**src/rtl/bitmap_block_allocator_macros.svh**
```systemverilog
// Assertion macros used by the top level of the bitmap block allocator RTL.
`ifndef BITMAP_BLOCK_ALLOCATOR_MACROS_SVH
`define BITMAP_BLOCK_ALLOCATOR_MACROS_SVH
`ifndef SYNTHESIS
// Consequent must hold in the same cycle as the antecedent.
`define BBA_ASSERT_SAME(lbl, clk, rst_n, ante, cons) \
	lbl: assert property (@(posedge clk) disable iff (!rst_n) (ante) |-> (cons)) \
		else $error("bitmap block allocator: same-cycle check failed");
// Consequent must hold in the cycle after the antecedent.
`define BBA_ASSERT_NEXT(lbl, clk, rst_n, ante, cons) \
	lbl: assert property (@(posedge clk) disable iff (!rst_n) (ante) |=> (cons)) \
		else $error("bitmap block allocator: next-cycle check failed");
`else
`define BBA_ASSERT_SAME(lbl, clk, rst_n, ante, cons)
`define BBA_ASSERT_NEXT(lbl, clk, rst_n, ante, cons)
`endif
`endif

```
**src/rtl/bba_pkg.sv**
```systemverilog
// Shared constants, codes and control/status types of the bitmap block allocator.
`timescale 1ns / 1ps
package bba_pkg;

	localparam int DEF_BLOCK_COUNT = 4096;
	localparam int DEF_WORD_BITS   = 32;

	localparam int CMD_W   = 2;
	localparam int BID_W   = 12;
	localparam int ST_W    = 2;
	localparam int PADDR_W = 3;
	localparam int PDATA_W = 32;

	localparam logic [CMD_W-1:0] CMD_ALLOC   = 2'd0;
	localparam logic [CMD_W-1:0] CMD_RELEASE = 2'd1;
	localparam logic [CMD_W-1:0] CMD_CHECK   = 2'd2;
	localparam logic [CMD_W-1:0] CMD_FORMAT  = 2'd3;

	localparam logic [ST_W-1:0] ST_OK   = 2'd0;
	localparam logic [ST_W-1:0] ST_FULL = 2'd1;
	localparam logic [ST_W-1:0] ST_BAD  = 2'd2;

	localparam logic [BID_W-1:0] FIRST_ALLOC_RST   = 12'd514;
	localparam logic [BID_W-1:0] RESERVED_LAST_RST = 12'd513;

	// Register select is address bit 2 (registers at byte offsets 0 and 4).
	localparam int   REG_SEL_BIT       = 2;
	localparam logic REG_FIRST_ALLOC   = 1'b0;
	localparam logic REG_RESERVED_LAST = 1'b1;

	// Commands from the controller to the datapath.
	typedef struct packed {
		logic take;
		logic div;
		logic read;
		logic look;
		logic scan;
		logic sweep;
		logic sweep_zero;
		logic resp_load;
	} dp_ctl_t;

	// Status from the datapath to the controller.
	typedef struct packed {
		logic [CMD_W-1:0] cmd;
		logic             start_ok;
		logic             scan_found;
		logic             scan_full;
		logic             sweep_last;
	} dp_stat_t;

endpackage

```
**src/rtl/bba_req_if.sv**
```systemverilog
// Request channel of the bitmap block allocator: command and block id.
`timescale 1ns / 1ps
interface bba_req_if import bba_pkg::*; ();
	logic             valid;
	logic             ready;
	logic [CMD_W-1:0] command;
	logic [BID_W-1:0] blk_num;

	modport source (output valid, output command, output blk_num, input ready);
	modport sink (input valid, input command, input blk_num, output ready);
endinterface

```
**src/rtl/bba_rsp_if.sv**
```systemverilog
// Response channel of the bitmap block allocator: block, status and used flag.
`timescale 1ns / 1ps
interface bba_rsp_if import bba_pkg::*; ();
	logic             valid;
	logic             ready;
	logic [BID_W-1:0] result_block;
	logic [ST_W-1:0]  status;
	logic             is_used;

	modport source (output valid, output result_block, output status, output is_used,
		input ready);
	modport sink (input valid, input result_block, input status, input is_used,
		output ready);
endinterface

```
**src/rtl/bba_ctrl.sv**
```systemverilog
// Controller state machine of the bitmap block allocator.
`timescale 1ns / 1ps
module bba_ctrl import bba_pkg::*; (
	input  logic     clk,
	input  logic     arst_n,
	input  logic     req_valid,
	output logic     req_ready,
	output logic     rsp_valid,
	input  logic     rsp_ready,
	input  dp_stat_t stat,
	output dp_ctl_t  ctl
);

	localparam logic [2:0] S_CLEAR = 3'd0;
	localparam logic [2:0] S_IDLE  = 3'd1;
	localparam logic [2:0] S_DIV   = 3'd2;
	localparam logic [2:0] S_READ  = 3'd3;
	localparam logic [2:0] S_LOOK  = 3'd4;
	localparam logic [2:0] S_SCAN  = 3'd5;
	localparam logic [2:0] S_FMT   = 3'd6;
	localparam logic [2:0] S_RESP  = 3'd7;

	logic [2:0] state_q;
	logic [2:0] state_d;
	logic       out_valid_q;

	always_comb begin
		ctl     = '0;
		state_d = state_q;
		unique case (state_q)
			S_CLEAR: begin
				ctl.sweep      = 1'b1;
				ctl.sweep_zero = 1'b1;
				if (stat.sweep_last) begin
					state_d = S_IDLE;
				end
			end
			S_IDLE: begin
				if (req_valid) begin
					ctl.take = 1'b1;
					state_d  = S_DIV;
				end
			end
			S_DIV: begin
				ctl.div = 1'b1;
				if (stat.cmd == CMD_ALLOC && !stat.start_ok) begin
					state_d = S_RESP;
				end else begin
					state_d = S_READ;
				end
			end
			S_READ: begin
				ctl.read = 1'b1;
				state_d  = (stat.cmd == CMD_ALLOC) ? S_SCAN : S_LOOK;
			end
			S_LOOK: begin
				ctl.look = 1'b1;
				state_d  = (stat.cmd == CMD_FORMAT) ? S_FMT : S_RESP;
			end
			S_SCAN: begin
				ctl.scan = 1'b1;
				if (stat.scan_found || stat.scan_full) begin
					state_d = S_RESP;
				end
			end
			S_FMT: begin
				ctl.sweep = 1'b1;
				if (stat.sweep_last) begin
					state_d = S_RESP;
				end
			end
			S_RESP: begin
				if (!out_valid_q || rsp_ready) begin
					ctl.resp_load = 1'b1;
					state_d       = S_IDLE;
				end
			end
			default: begin
				state_d = S_IDLE;
			end
		endcase
	end

	always_ff @(posedge clk or negedge arst_n) begin
		if (!arst_n) begin
			state_q     <= S_CLEAR;
			out_valid_q <= 1'b0;
		end else begin
			state_q <= state_d;
			if (ctl.resp_load) begin
				out_valid_q <= 1'b1;
			end else if (rsp_ready) begin
				out_valid_q <= 1'b0;
			end
		end
	end

	assign req_ready = (state_q == S_IDLE);
	assign rsp_valid = out_valid_q;

endmodule

```
**src/rtl/bba_dp.sv**
```systemverilog
// Datapath of the bitmap block allocator: used-map memory, word scan and sweep.
`timescale 1ns / 1ps
module bba_dp import bba_pkg::*; #(
	parameter int BLOCK_COUNT = DEF_BLOCK_COUNT,
	parameter int WORD_BITS   = DEF_WORD_BITS
) (
	input  logic             clk,
	input  logic             arst_n,
	input  dp_ctl_t          ctl,
	output dp_stat_t         stat,
	input  logic [CMD_W-1:0] command,
	input  logic [BID_W-1:0] blk_num,
	input  logic [BID_W-1:0] first_alloc_block,
	input  logic [BID_W-1:0] reserved_last,
	output logic [BID_W-1:0] result_block,
	output logic [ST_W-1:0]  status,
	output logic             is_used
);

	localparam int MAP_WORDS = (BLOCK_COUNT + WORD_BITS - 1) / WORD_BITS;
	localparam int AW        = (MAP_WORDS > 1) ? $clog2(MAP_WORDS) : 1;
	localparam int BIT_W     = $clog2(WORD_BITS);
	localparam int BN_W      = $clog2(BLOCK_COUNT);
	localparam int BASE_W    = BN_W + 1;
	localparam int CMP_W     = ((BASE_W > BID_W) ? BASE_W : BID_W) + 1;
	localparam int TAIL      = BLOCK_COUNT - (MAP_WORDS - 1) * WORD_BITS;
	localparam logic [AW-1:0] LAST_WORD = AW'(MAP_WORDS - 1);
	localparam logic [WORD_BITS-1:0] ONES      = {WORD_BITS{1'b1}};
	localparam logic [WORD_BITS-1:0] LAST_MASK = ONES >> (WORD_BITS - TAIL);
	// Division by the word size as a multiply by a rounded-up reciprocal,
	// exact for every 12-bit dividend.
	localparam int DIV_SH = BID_W + BIT_W;
	localparam int RCP_W  = BID_W + 2;
	localparam int PROD_W = BID_W + RCP_W;
	localparam logic [RCP_W-1:0] RECIP = RCP_W'(((1 << DIV_SH) + WORD_BITS - 1) / WORD_BITS);

	logic [WORD_BITS-1:0] map_mem [MAP_WORDS];
	logic [WORD_BITS-1:0] rdata_q;

	logic [CMD_W-1:0]  cmd_q;
	logic [BID_W-1:0]  id_q;
	logic [BID_W-1:0]  opnd_q;
	logic [BID_W-1:0]  q_q;
	logic              in_range_q;
	logic [BIT_W-1:0]  r_q;
	logic [AW-1:0]     ev_addr_s1;
	logic [BASE_W-1:0] ev_base_s1;
	logic              ev_first_s1;
	logic [AW-1:0]     rd_ptr_q;
	logic [BASE_W-1:0] base_q;
	logic              rd_done_q;
	logic [AW-1:0]     sw_ptr_q;
	logic [BASE_W-1:0] sw_base_q;
	logic [BID_W-1:0]  res_block_q;
	logic [ST_W-1:0]   res_status_q;
	logic              res_used_q;
	logic [BID_W-1:0]  out_block_q;
	logic [ST_W-1:0]   out_status_q;
	logic              out_used_q;

	logic [BID_W-1:0]     start_blk;
	logic                 start_ok;
	logic                 id_in_range;
	logic [BID_W-1:0]     div_opnd;
	logic [PROD_W-1:0]    div_prod;
	logic [BID_W-1:0]     div_quo;
	logic [BID_W-1:0]     q_base;
	logic [AW-1:0]        q_addr;
	logic [BIT_W-1:0]     rem;
	logic                 ev_last;
	logic [WORD_BITS-1:0] low_mask;
	logic [WORD_BITS-1:0] free;
	logic [BIT_W-1:0]     free_idx;
	logic                 found;
	logic [BID_W-1:0]     alloc_blk;
	logic [WORD_BITS-1:0] bit_sel;
	logic [WORD_BITS-1:0] free_sel;
	logic                 id_bit;
	logic                 release_ok;
	logic [CMP_W-1:0]     fmt_diff;
	logic [WORD_BITS-1:0] fmt_mask;
	logic                 sweep_last;
	logic                 wr_en;
	logic [AW-1:0]        wr_addr;
	logic [WORD_BITS-1:0] wr_data;
	logic                 rd_en;
	logic [AW-1:0]        rd_addr;

	// Operand split into word index and bit offset.
	assign start_blk   = (first_alloc_block == '0) ? BID_W'(1) : first_alloc_block;
	assign start_ok    = 32'(start_blk) < 32'(BLOCK_COUNT);
	assign id_in_range = 32'(id_q) < 32'(BLOCK_COUNT);
	assign div_opnd    = (cmd_q == CMD_ALLOC) ? start_blk : id_q;
	assign div_prod    = PROD_W'(div_opnd) * PROD_W'(RECIP);
	assign div_quo     = BID_W'(div_prod >> DIV_SH);
	assign q_base      = q_q * BID_W'(WORD_BITS);
	assign q_addr      = AW'(q_q);
	assign rem         = BIT_W'(opnd_q - q_base);

	// Search of the word that came back from the memory.
	assign ev_last  = (ev_addr_s1 == LAST_WORD);
	assign low_mask = ev_first_s1 ? (ONES << r_q) : ONES;
	assign free     = ~rdata_q & low_mask & (ev_last ? LAST_MASK : ONES);
	assign found    = |free;

	always_comb begin
		free_idx = '0;
		for (int b = WORD_BITS - 1; b >= 0; b--) begin
			if (free[b]) begin
				free_idx = BIT_W'(b);
			end
		end
	end

	assign alloc_blk = BID_W'(ev_base_s1 + BASE_W'(free_idx));
	assign free_sel  = WORD_BITS'(1) << free_idx;
	assign bit_sel   = WORD_BITS'(1) << r_q;
	assign id_bit    = in_range_q & rdata_q[r_q];
	assign release_ok = (id_q != '0) && id_bit;

	// Format fill pattern for the word at the sweep pointer.
	assign fmt_diff = CMP_W'(reserved_last) - CMP_W'(sw_base_q);
	always_comb begin
		if (fmt_diff[CMP_W-1]) begin
			fmt_mask = '0;
		end else if (fmt_diff >= CMP_W'(WORD_BITS - 1)) begin
			fmt_mask = ONES;
		end else begin
			fmt_mask = ONES >> (BIT_W'(WORD_BITS - 1) - fmt_diff[BIT_W-1:0]);
		end
	end

	assign sweep_last = (sw_ptr_q == LAST_WORD);

	always_comb begin
		wr_en   = 1'b0;
		wr_addr = sw_ptr_q;
		wr_data = '0;
		if (ctl.sweep) begin
			wr_en   = 1'b1;
			wr_data = ctl.sweep_zero ? '0 : fmt_mask;
		end else if (ctl.look) begin
			wr_en   = (cmd_q == CMD_RELEASE) && release_ok;
			wr_addr = ev_addr_s1;
			wr_data = rdata_q & ~bit_sel;
		end else if (ctl.scan) begin
			wr_en   = found;
			wr_addr = ev_addr_s1;
			wr_data = rdata_q | free_sel;
		end
	end

	assign rd_en   = (ctl.read && (cmd_q == CMD_ALLOC || in_range_q))
		|| (ctl.scan && !rd_done_q);
	assign rd_addr = ctl.read ? q_addr : rd_ptr_q;

	always_ff @(posedge clk) begin
		if (wr_en) begin
			map_mem[wr_addr] <= wr_data;
		end
		if (rd_en) begin
			rdata_q <= map_mem[rd_addr];
		end
	end

	always_ff @(posedge clk) begin
		if (ctl.take) begin
			cmd_q <= command;
			id_q  <= blk_num;
		end
		if (ctl.div) begin
			opnd_q       <= div_opnd;
			q_q          <= div_quo;
			in_range_q   <= id_in_range;
			res_block_q  <= (cmd_q == CMD_ALLOC) ? '0 : id_q;
			res_status_q <= (cmd_q == CMD_ALLOC) ? ST_FULL : ST_OK;
			res_used_q   <= 1'b0;
		end
		if (ctl.read) begin
			r_q         <= rem;
			ev_addr_s1  <= q_addr;
			ev_base_s1  <= BASE_W'(q_base);
			ev_first_s1 <= 1'b1;
			rd_ptr_q    <= q_addr + AW'(1);
			base_q      <= BASE_W'(q_base) + BASE_W'(WORD_BITS);
			rd_done_q   <= (q_addr == LAST_WORD);
		end
		if (ctl.look) begin
			res_used_q <= id_bit;
			if ((cmd_q == CMD_RELEASE || cmd_q == CMD_CHECK) && !release_ok) begin
				res_status_q <= ST_BAD;
			end
		end
		if (ctl.scan) begin
			if (found) begin
				res_block_q  <= alloc_blk;
				res_status_q <= ST_OK;
			end
			if (!rd_done_q) begin
				ev_addr_s1  <= rd_ptr_q;
				ev_base_s1  <= base_q;
				ev_first_s1 <= 1'b0;
				rd_ptr_q    <= rd_ptr_q + AW'(1);
				base_q      <= base_q + BASE_W'(WORD_BITS);
				rd_done_q   <= (rd_ptr_q == LAST_WORD);
			end
		end
		if (ctl.resp_load) begin
			out_block_q  <= res_block_q;
			out_status_q <= res_status_q;
			out_used_q   <= res_used_q;
		end
	end

	always_ff @(posedge clk or negedge arst_n) begin
		if (!arst_n) begin
			sw_ptr_q  <= '0;
			sw_base_q <= '0;
		end else if (ctl.sweep) begin
			if (sweep_last) begin
				sw_ptr_q  <= '0;
				sw_base_q <= '0;
			end else begin
				sw_ptr_q  <= sw_ptr_q + AW'(1);
				sw_base_q <= sw_base_q + BASE_W'(WORD_BITS);
			end
		end
	end

	assign stat.cmd        = cmd_q;
	assign stat.start_ok   = start_ok;
	assign stat.scan_found = found;
	assign stat.scan_full  = !found && ev_last;
	assign stat.sweep_last = sweep_last;

	assign result_block = out_block_q;
	assign status       = out_status_q;
	assign is_used      = out_used_q;

endmodule

```
**src/rtl/bitmap_block_allocator.sv**
```systemverilog
// Top level of the bitmap block allocator: register port, controller and datapath.
//
// The block keeps one used bit per block and serves one request at a time on
// the req channel (command, blk_num); each request yields exactly one
// response on the rsp channel (result_block, status, is_used). Both channels
// move a request or response on a clock edge where valid and ready are high.
// Release and check pass through the divide, read and look states before the
// response. Allocate reads one map word per cycle starting at the word that
// holds the search start and examines at most BLOCK_COUNT / WORD_BITS words
// (128 by default). Format reads the named block's word and then writes
// every map word once, marking blocks 0 to reserved_last as used.
// A new request is accepted in the cycle after the response is loaded into
// the output register, even while that response still waits for the
// receiver; if the receiver stalls, the next finished response waits inside
// the block until the output register frees up. After reset the map is
// cleared by a pass over all BLOCK_COUNT / WORD_BITS words, one per cycle,
// during which no request is accepted; the APB registers are usable at once.
`timescale 1ns / 1ps
`include "bitmap_block_allocator_macros.svh"
module bitmap_block_allocator import bba_pkg::*; #(
	parameter int BLOCK_COUNT = DEF_BLOCK_COUNT,
	parameter int WORD_BITS   = DEF_WORD_BITS
) (
	input  logic               clk,
	input  logic               arst_n,
	bba_req_if.sink            req,
	bba_rsp_if.source          rsp,
	input  logic               psel,
	input  logic               penable,
	input  logic               pwrite,
	input  logic [PADDR_W-1:0] paddr,
	input  logic [PDATA_W-1:0] pwdata,
	output logic [PDATA_W-1:0] prdata,
	output logic               pready
);

	logic [BID_W-1:0] first_alloc_q;
	logic [BID_W-1:0] reserved_last_q;
	logic             cfg_wr;
	dp_ctl_t          dp_ctl;
	dp_stat_t         dp_stat;

	// The APB port never inserts wait states.
	assign pready = 1'b1;
	assign cfg_wr = psel && penable && pwrite && pready;

	// Configuration registers; the user must write them only while no request is in flight, the block does not enforce it.
	always_ff @(posedge clk or negedge arst_n) begin
		if (!arst_n) begin
			first_alloc_q   <= FIRST_ALLOC_RST;
			reserved_last_q <= RESERVED_LAST_RST;
		end else if (cfg_wr) begin
			unique case (paddr[REG_SEL_BIT])
				REG_FIRST_ALLOC:   first_alloc_q   <= pwdata[BID_W-1:0];
				REG_RESERVED_LAST: reserved_last_q <= pwdata[BID_W-1:0];
				default: begin
				end
			endcase
		end
	end

	always_comb begin
		unique case (paddr[REG_SEL_BIT])
			REG_FIRST_ALLOC:   prdata = PDATA_W'(first_alloc_q);
			REG_RESERVED_LAST: prdata = PDATA_W'(reserved_last_q);
			default:           prdata = '0;
		endcase
	end

	// The controller sequences each request; the datapath owns the map memory.
	bba_ctrl u_ctrl (
		.clk       (clk),
		.arst_n    (arst_n),
		.req_valid (req.valid),
		.req_ready (req.ready),
		.rsp_valid (rsp.valid),
		.rsp_ready (rsp.ready),
		.stat      (dp_stat),
		.ctl       (dp_ctl)
	);

	bba_dp #(
		.BLOCK_COUNT (BLOCK_COUNT),
		.WORD_BITS   (WORD_BITS)
	) u_dp (
		.clk               (clk),
		.arst_n            (arst_n),
		.ctl               (dp_ctl),
		.stat              (dp_stat),
		.command           (req.command),
		.blk_num           (req.blk_num),
		.first_alloc_block (first_alloc_q),
		.reserved_last     (reserved_last_q),
		.result_block      (rsp.result_block),
		.status            (rsp.status),
		.is_used           (rsp.is_used)
	);

	// A response is never loaded over one that the receiver has not taken.
	`BBA_ASSERT_SAME(a_no_overwrite, clk, arst_n, dp_ctl.resp_load, !rsp.valid || rsp.ready)
	// Once a request is taken the block is busy with it in the next cycle.
	`BBA_ASSERT_NEXT(a_busy_after_take, clk, arst_n, req.valid && req.ready, !req.ready)
	// A full map answers block zero and a clear used flag.
	`BBA_ASSERT_SAME(a_full_is_zero, clk, arst_n, rsp.valid && rsp.status == ST_FULL,
		rsp.result_block == '0 && !rsp.is_used)

endmodule

```
**src/flat_wrapper.sv**
```systemverilog
// flat-port wrapper written by rule: the top's interface ports become plain ports
module bitmap_block_allocator_flat import bba_pkg::*;
#(
	parameter int BLOCK_COUNT = DEF_BLOCK_COUNT,
	parameter int WORD_BITS   = DEF_WORD_BITS
)
  (clk, arst_n, psel, penable, pwrite, paddr, pwdata, prdata, pready, req_valid, req_command, req_blk_num, req_ready, rsp_valid, rsp_result_block, rsp_status, rsp_is_used, rsp_ready);
  bba_req_if req_i ();
  bba_rsp_if rsp_i ();
  input  logic clk;
  input  logic arst_n;
  input  logic psel;
  input  logic penable;
  input  logic pwrite;
  input  logic [PADDR_W-1:0] paddr;
  input  logic [PDATA_W-1:0] pwdata;
  output logic [PDATA_W-1:0] prdata;
  output logic pready;
  input wire logic [$bits(req_i.valid)-1:0] req_valid;
  input wire logic [$bits(req_i.command)-1:0] req_command;
  input wire logic [$bits(req_i.blk_num)-1:0] req_blk_num;
  output wire logic [$bits(req_i.ready)-1:0] req_ready;
  output wire logic [$bits(rsp_i.valid)-1:0] rsp_valid;
  output wire logic [$bits(rsp_i.result_block)-1:0] rsp_result_block;
  output wire logic [$bits(rsp_i.status)-1:0] rsp_status;
  output wire logic [$bits(rsp_i.is_used)-1:0] rsp_is_used;
  input wire logic [$bits(rsp_i.ready)-1:0] rsp_ready;
  assign req_i.valid = req_valid;
  assign req_i.command = req_command;
  assign req_i.blk_num = req_blk_num;
  assign req_ready = req_i.ready;
  assign rsp_valid = rsp_i.valid;
  assign rsp_result_block = rsp_i.result_block;
  assign rsp_status = rsp_i.status;
  assign rsp_is_used = rsp_i.is_used;
  assign rsp_i.ready = rsp_ready;
  bitmap_block_allocator #(.BLOCK_COUNT(BLOCK_COUNT), .WORD_BITS(WORD_BITS)) u_core (.clk(clk), .arst_n(arst_n), .req(req_i), .rsp(rsp_i), .psel(psel), .penable(penable), .pwrite(pwrite), .paddr(paddr), .pwdata(pwdata), .prdata(prdata), .pready(pready));
endmodule
```
**config.mk**
```make
export PLATFORM = sky130hd
export DESIGN_NAME = bitmap_block_allocator_flat
export DESIGN_NICKNAME = d
export VERILOG_FILES = /design/src/rtl/bba_pkg.sv /design/src/rtl/bba_req_if.sv /design/src/rtl/bba_rsp_if.sv /design/src/rtl/bba_ctrl.sv /design/src/rtl/bba_dp.sv /design/src/rtl/bitmap_block_allocator.sv /design/src/flat_wrapper.sv
export VERILOG_INCLUDE_DIRS = /design/src /design/src/rtl
export SDC_FILE = /design/constraint.sdc
export NUM_CORES = 2
export LEC_CHECK = 0
export ABC_AREA = 1
export BUFFER_PORTS_ARGS = -buffer_cell sky130_fd_sc_hd__buf_2
export CORE_MARGIN = 4
export CORE_UTILIZATION = 55
export CTS_CLUSTER_DIAMETER = 200
export DETAILED_ROUTE_END_ITERATION = 8
export GPL_TIMING_DRIVEN = 0
export PLACE_DENSITY = 0.75
export REMOVE_ABC_BUFFERS = 1
export SYNTH_ARGS = -nofsm -noshare
export SYNTH_HDL_FRONTEND = slang
export SYNTH_SLANG_ARGS = --single-unit
export TNS_END_PERCENT = 1
```
**constraint.sdc**
```tcl
create_clock -name clk -period 10.19 [get_ports clk]
set_input_delay 2.038 -clock clk [delete_from_list [all_inputs] [get_ports clk]]
set_output_delay 2.038 -clock clk [all_outputs]
set_load 0.02 [all_outputs]
```
# Word-level counts from Yosys, hierarchy flattened
# Memories as Yosys holds them, arrays and structs flattened. A register that Yosys moved wholly into a read port is not among the register bits.
# Index checks and enable logic that the tools add are counted.
[word_totals]
ff_bits = 151
ram_bits = 4096
in_bits = 56
output_inout_bits = 50
elab_cells = 196
memories = 1
[op_classes]
add_sub_neg = 10
n_lt_le_gt_ge = 2
eq_ne = 19
shift = 4
mux = 105
n_bitwise = 6
n_reduce_logical = 26
[mem_list]
columns = ["name", "words", "word_bits", "rd", "rd_ports_with_merged_regs", "write_ports", "line_no", "text"]
rows = [
  ["u_core.u_dp.map_mem", 128, 32, 1, 1, 1, "bba_dp.sv:37", "logic [WORD_BITS-1:0] map_mem [MAP_WORDS];"],
]
[ops]
columns = ["op", "n"]
rows = [
  ["$mux W32", 7],
  ["$mux W5", 32],
  ["$mux W13", 7],
  ["$mux W7", 11],
  ["$mux W12", 6],
  ["$and A32 B32 Y32", 2],
  ["$not A32 Y32", 2],
  ["$pmux W32 S2", 1],
  ["$shl A1 B5 Y32 const A", 2],
  ["$or A32 B32 Y32", 1],
  ["$reduce_or A32 Y1", 1],
  ["$shl A32 B5 Y32 const A", 1],
  ["$shr A32 B5 Y32 const A", 1],
  ["$mux W1", 29],
  ["$eq A7 B7 Y1 const B", 4],
  ["$add A13 B6 Y13 const B", 2],
  ["$pmux W3 S8", 1],
  ["$add A7 B1 Y7 const B", 3],
  ["$mux W3", 5],
  ["$ge A14 B5 Y1 const B", 1],
  ["$sub A12 B13 Y14", 1],
  ["$add A12 B6 Y13 const B", 1],
  ["$add A12 B5 Y12", 1],
  ["$eq A3 B3 Y1 const B", 4],
  ["22 further kinds", 46],
]

# Longest topological paths before layout
[logic_depth]
ltp_word = 40
depth_mapped = 50
depth_no_buf = 49

# Modules after synthesis
# A second synthesis with hierarchy kept.
[unflattened]
hier_cells = 13630
hier_area_um2 = 172301.5
[modules_own_cells]
columns = ["module", "n_inst", "cells_per_inst", "area_each_um2", "seq_area_each_um2"]
rows = [
  ["bba_dp", 1, 13389, 170517.3, 126876.7],
  ["bitmap_block_allocator", 1, 170, 1308.8, 605.6],
  ["bba_ctrl", 1, 71, 475.5, 100.1],
]

# Least setup slack after synthesis
# Ideal clock, no wire load.
[synth_path]
kind = "flip-flop to flip-flop"
from = "reg u_core.u_dp.r_q[1]"
to = "mem u_core.u_dp.map_mem[87][0] (netlist bit) (enable)"
setup_time_ns = 0.461
t_arrival_ns = 4.657
t_required_ns = 9.729
setup_slack_ns = 5.072
path_stages_with_launch = 21
path_buffers = 1
synth_period_minus_slack_ns = 5.118
cell_sequence = "edfxtp_1 -> nor2_1 -> inv_2 -> nor2_1 -> inv_2 -> nor2_1 -> inv_1 -> a21oi_1 -> inv_2 -> nand2_1 -> nor2_1 -> nand2_1 -> nor2_1 -> inv_2 -> nor3_1 -> nor2_1 -> inv_1 -> nand3_1 -> buf_2 -> nand2_1 -> nor3_1"
[synth_via]
elab_chain_cells = 9
elab_cells_between_ends = 13
classes_between = "shift (1); mux (8); bitwise (1); reduce/logical (3)"
[synth_lines]
columns = ["element", "line_no", "text"]
rows = [
  ["from (decl)", "bba_dp.sv:45", "logic [BIT_W-1:0] r_q;"],
  ["from (signal assigned)", "bba_dp.sv:180", "r_q <= rem;"],
  ["$shl A32 B5 Y32", "bba_dp.sv:102", "assign low_mask = ev_first_s1 ? (ONES << r_q) : ONES;"],
  ["$mux W32", "bba_dp.sv:102", ""],
  ["$and A32 B32 Y32", "bba_dp.sv:103", "assign free = ~rdata_q & low_mask & (ev_last ? LAST_MASK : ONES);"],
  ["$reduce_or A32 Y1", "bba_dp.sv:104", "assign found = |free;"],
  ["$mux W1", "bba_dp.sv:146", "end else if (ctl.scan) begin"],
  ["$mux W1 (*)", "bba_dp.sv:142", "end else if (ctl.look) begin"],
  ["$mux W1 (*)", "bba_dp.sv:139", "if (ctl.sweep) begin"],
  ["$mux W1 (*)", "bba_dp.sv:158", "if (wr_en) begin"],
  ["$mux W1 (not written as such) (*)", "bba_dp.sv:159", "map_mem[wr_addr] <= wr_data;"],
  ["to (decl)", "bba_dp.sv:37", ""],
]
# Every way passes the cells marked *; elsewhere a longest branch is shown, timed or not. The select of a mux whose other input is x is not followed.

# Worst setup path after layout
[layout_path]
from = "reg u_core.u_ctrl.state_q[1]"
to = "reg u_core.u_dp.rdata_q[22], read port of u_core.u_dp.map_mem, data pin"
[layout_via]
elab_chain_cells = 4
elab_cells_between_ends = 7
classes_between = "eq/ne (2); mux (3); reduce/logical (2)"
[layout_lines]
columns = ["element", "line_no", "text"]
rows = [
  ["from (decl)", "bba_ctrl.sv:23", "logic [2:0] state_q;"],
  ["from (signal assigned)", "bba_ctrl.sv:89", "state_q <= state_d;"],
  ["$eq A3 B3 Y1", "bba_ctrl.sv:30", "unique case (state_q)"],
  ["$mux W1", "bba_ctrl.sv:30", ""],
  ["$logic_and A1 B1 Y1", "bba_dp.sv:154", "|| (ctl.scan && !rd_done_q);"],
  ["$logic_or A1 B1 Y1", "bba_dp.sv:154", ""],
  ["to (decl)", "bba_dp.sv:38", "logic [WORD_BITS-1:0] rdata_q;"],
]
# Several ways; a longest one is shown, not always the timed one.
# A chain may end at the register's enable or synchronous reset.

==> results.rst <==
.. list-table::
   :header-rows: 1

   * - Metric
     - Value
   * - Internal cell power
     - roughly 0.04 W
   * - Main combinational cell family by area after synthesis
     - compound AO/OA/AOI/OAI gates
   * - IO Port Bufs
     - 62
   * - Worst Setup Slack post-DPL
     - 1.47 ns
   * - DRC violations left
     - 0
   * - Cell types with the largest area share after synthesis
     - sky130_fd_sc_hd__edfxtp_1, sky130_fd_sc_hd__nor2_1, sky130_fd_sc_hd__o32ai_1
   * - Area of combinational cells with multiple inputs
     - about 40000 µm²
   * - Mean Syn Cell Area
     - ~13 µm²
   * - Worst Setup End Kind
     - register
   * - Clock transition at the registers of the reported paths
     - 0.08 ns
   * - Post-Synth Simple-Gate Area
     - 10.2%
   * - Bufs and invs on worst path
     - 10
   * - Post-detail-place hpwl
     - 281000 µm
   * - Portion of total power attributed to combinational logic
     - a little under half
   * - Post-CTS Setup Repair Bufs
     - 0
   * - Clk_skew
     - approximately 0.054 ns
   * - Clock latency reported for the late side of the worst-skew pair
     - ~0.95 ns
   * - Effective utilization at floorplan
     - 55.4%
   * - Post-synthesis compound-gate area fraction
     - 12.1%
   * - Via/cell ratio
     - 6.54
   * - Global-route total usage across every layer
     - 29.0%
   * - Hold violation total from the final report
     - 0
   * - Storage element area
     - 128000 µm²
   * - Cell area after placement
     - around 180000 µm²
   * - Resized cells post-CTS
     - 0
   * - Worst path most repeated cell
     - sky130_fd_sc_hd__buf_16
   * - Layout cell share with drive strength beyond 1
     - 8.81%
   * - Die Span X
     - 567 µm
   * - Flop-to-flop setup slack
     - 1.72 ns
   * - Global-route wire length before repair
     - 699000 µm
   * - Fill count
     - 21.3k
   * - Type of origin of the critical path
     - register
   * - Antenna-violating nets left
     - 0
   * - Post-synthesis register bit count
     - ~4.3k
   * - Outcome
     - finished with violations
   * - Maximum capacitance violations
     - 1
   * - Cell Rows
     - 204
   * - Transition time of the tightest slew-check pin
     - 1.51 ns
   * - Final critical delay including setup and external delays
     - roughly 8.5 ns
   * - Number of hold-repair buffers added at the cts stage
     - 0
   * - CTS root buf
     - sky130_fd_sc_hd__clkbuf_16
   * - Maximum clock frequency
     - 0.118 GHz
   * - Cell Chain, Critical Path
     - nand2_1 -> nor2_2 -> inv_2 -> nand2_1 -> o21ai_4 -> buf_12 -> buf_12 -> buf_16 -> buf_12 -> inv_8 -> buf_16 -> buf_16 -> buf_16 -> buf_16 -> nor2_1 -> o32ai_1 -> nor2_1 -> o32ai_1 -> o21ai_0 -> o32ai_2 -> nand2_1 -> o31ai_1
   * - TritonCTS clock tree
     - done
   * - Number of DRC markers in iteration 0
     - 19.1k
   * - Number of synthesized flops with an enable pin
     - 4180
   * - Syn-to-layout area delta
     - 13.2%
   * - Ratio of final minimum period to clock period
     - 83.1%
   * - Adder and majority gate portion of the synthesized area
     - 0.160%
   * - Post-synthesis cell count
     - 13.4k
   * - Proportion of total power due to net switching
     - between 40% and 50%
   * - Vertical die dimension
     - 567 µm
   * - Cell area after layout
     - 194000 µm²
   * - Proportion of netlist area held by the largest area contributor
     - 73.1%
   * - Maximum fanout encountered on the critical timing path
     - between 150 and 200
   * - Critical path's top delay family
     - buffers and inverters
   * - Startpoint-to-endpoint class of the critical path
     - reg2reg
   * - Setup repair after global routing missed its margin
     - no
   * - Via count of the first global-routing pass
     - approximately 110k
   * - Max VDD drop
     - roughly 0.32 mV
   * - Final WS setup
     - 1.72 ns
   * - Top-level I/O count
     - 106
   * - Number of sinks handled by clock tree synthesis
     - 4272
   * - Proportion of power drawn by the clock network
     - roughly 20%
   * - Multiplexer share of the synthesized area
     - 0.164%
   * - Routed wire length
     - 483000 µm
   * - GRT Residual Overflow
     - 0
   * - Placeable Area
     - roughly 310000 µm²
   * - Max Transition Viols Final
     - 9
   * - Commonest cells after routing, fill and taps aside
     - sky130_fd_sc_hd__edfxtp_1, sky130_fd_sc_hd__nor2_1, sky130_fd_sc_hd__o21ai_0, sky130_fd_sc_hd__o32ai_1, sky130_fd_sc_hd__clkbuf_16
   * - Setup-failing EPs final
     - 0
   * - Slew headroom
     - -0.833%
   * - Buffers from clock root to sink, at most
     - 4
   * - Net load switching power
     - between 0.03 and 0.04 W
   * - Number of CTS-inserted buffers
     - 398
   * - Detailed-route via count
     - 116k
   * - Wirelength per Cell
     - 27.3 µm
   * - Total power divided by cell area
     - approximately 370 nW/µm²
   * - Cell type with the highest aggregate area in the netlist
     - sky130_fd_sc_hd__edfxtp_1
   * - Slowest library cell on the worst path
     - sky130_fd_sc_hd__o32ai_1
   * - Number of antenna violations at the first check in global routing
     - 24
   * - Die area
     - 321000 µm²
   * - Xor and xnor fraction of the mapped netlist area
     - less than 1%
   * - Dominant register cell in the synthesized netlist
     - sky130_fd_sc_hd__edfxtp_1
   * - Synth cell types
     - 59
   * - Most common cell after layout, fill and taps aside
     - sky130_fd_sc_hd__edfxtp_1
   * - Proportion of synthesized chip area in sequential cells
     - 74.3%
   * - Final weighted congestion of routability-driven global placement
     - 0.894
   * - Worst path max stage delay
     - 0.97 ns
   * - Crit path required time
     - 10.96 ns
   * - Final Hold Slack
     - between 0.4 and 0.5 ns
   * - Length of the first detailed-routing pass in iterations
     - 8
   * - Pin count of the biggest net entering global routing
     - 155
   * - Hold Crit Class
     - reg2reg
   * - Final-stage net count
     - 13.3k
   * - CP Data Arrival Time
     - 9.24 ns
   * - Violated checks
     - capacitance limit, slew limit
   * - Cell area after technology mapping
     - ~170000 µm²
   * - Yosys warning count
     - 0
   * - # H-tree levels
     - 5
   * - Sequential group share of total power
     - 33.3%
   * - Fraction of registers with async set/reset
     - between 1 and 1.5%
   * - Leakage Power
     - 63.9 nW
==> cell usage after synthesis (all sizes together), types with 46 or more instances <==
cell,count
buf,209
o32ai,1091
o22ai,269
clkbuf,761
dfxtp,49
edfxtp,4180
o21ai,1708
inv,326
a21oi,46
nor2,3988
nand2,416
nand3,127
==> cell families (layout without fill, tap and decap cells) <==
kind of cell,Yosys count,count (layout)
muxes,25,25
other,2,32
and+or+nand+nor,4574,4574
DFF,4272,4272
buffers and inverters,1299,1442
adders and majority gates,22,22
AOI/OAI and AO/OA,3201,3201
xor gates and xnor gates,24,24
==> cell type report <==
class | instances | area share (%)
Clock inverter | 222 | 1.03
Tap cell | 4120 | 2.65
Inverter | 329 | 0.648
Multi-Input combinational cell | 7869 | 20.6
Antenna cell | 9 | 0.0116
Clock buffer | 492 | 5.43
Sequential cell | 4272 | 65.6
Timing Repair Buffer | 399 | 4.01
==> metrics by stage <==
stage | TNS (ns) | total power [W] | utilization [%] | instances
final | 0 | 0.0714 | 62.7 | 17700
after global placement | - | 0.0419 | 55.9 | 16700
after CTS | 0 | 0.0700 | 62.7 | 17700
after global routing | 0 | 0.0739 | 62.7 | 17700
after detailed placement | 0 | 0.0555 | 58.7 | 17000
after floorplan | -6040.26 | 0.0370 | - | 12500
==> final timing paths <==
path                                             end  cells past startpoint                        start
max                          u_core.u_dp.rdata_q[22]                     22     u_core.u_ctrl.state_q[1]
min                            u_core.u_dp.status[1]                      0  u_core.u_dp.res_status_q[1]
max reg2reg                  u_core.u_dp.rdata_q[22]                     22     u_core.u_ctrl.state_q[1]
min reg2reg                    u_core.u_dp.status[1]                      0  u_core.u_dp.res_status_q[1]
max in group asynchronous  u_core.reserved_last_q[1]                      1                       arst_n
min in group asynchronous  u_core.reserved_last_q[5]                      1                       arst_n
==> state kept, by name, summed over array words and instances, names as in the netlist, 8 cells and up <==
register                  cells
u_core.first_alloc_q         12
u_core.u_dp.ev_base_s1       12
u_core.u_dp.id_q             12
u_core.u_dp.sw_base_q         8
u_core.reserved_last_q       12
u_core.u_dp.base_q           12
u_core.u_dp.rdata_q          32
u_core.u_dp.map_mem        4096
u_core.u_dp.result_block     12
u_core.u_dp.res_block_q      12
==> power by group through the flow <==
stage | clock, W | sequential, W | combinational (W)
after floorplan | 0 | 0.0246 | 0.0124
after global placement | 0 | 0.0257 | 0.0163
after detailed placement | 0 | 0.0241 | 0.0314
after CTS | 0.0145 | 0.0237 | 0.0318
after global routing | 0.0153 | 0.0238 | 0.0348
final | 0.0145 | 0.0238 | 0.0331
==> layer usage <==
layer	track usage [%]	vias up	wire (µm)
li1	-	49400	-
met1	39.4	56500	173000
met2	43.4	8489	213000
met3	7.89	1486	69600
met4	14.7	18	28000
met5	0	-	102
No activity file was read; power rests on OpenSTA's default activity.
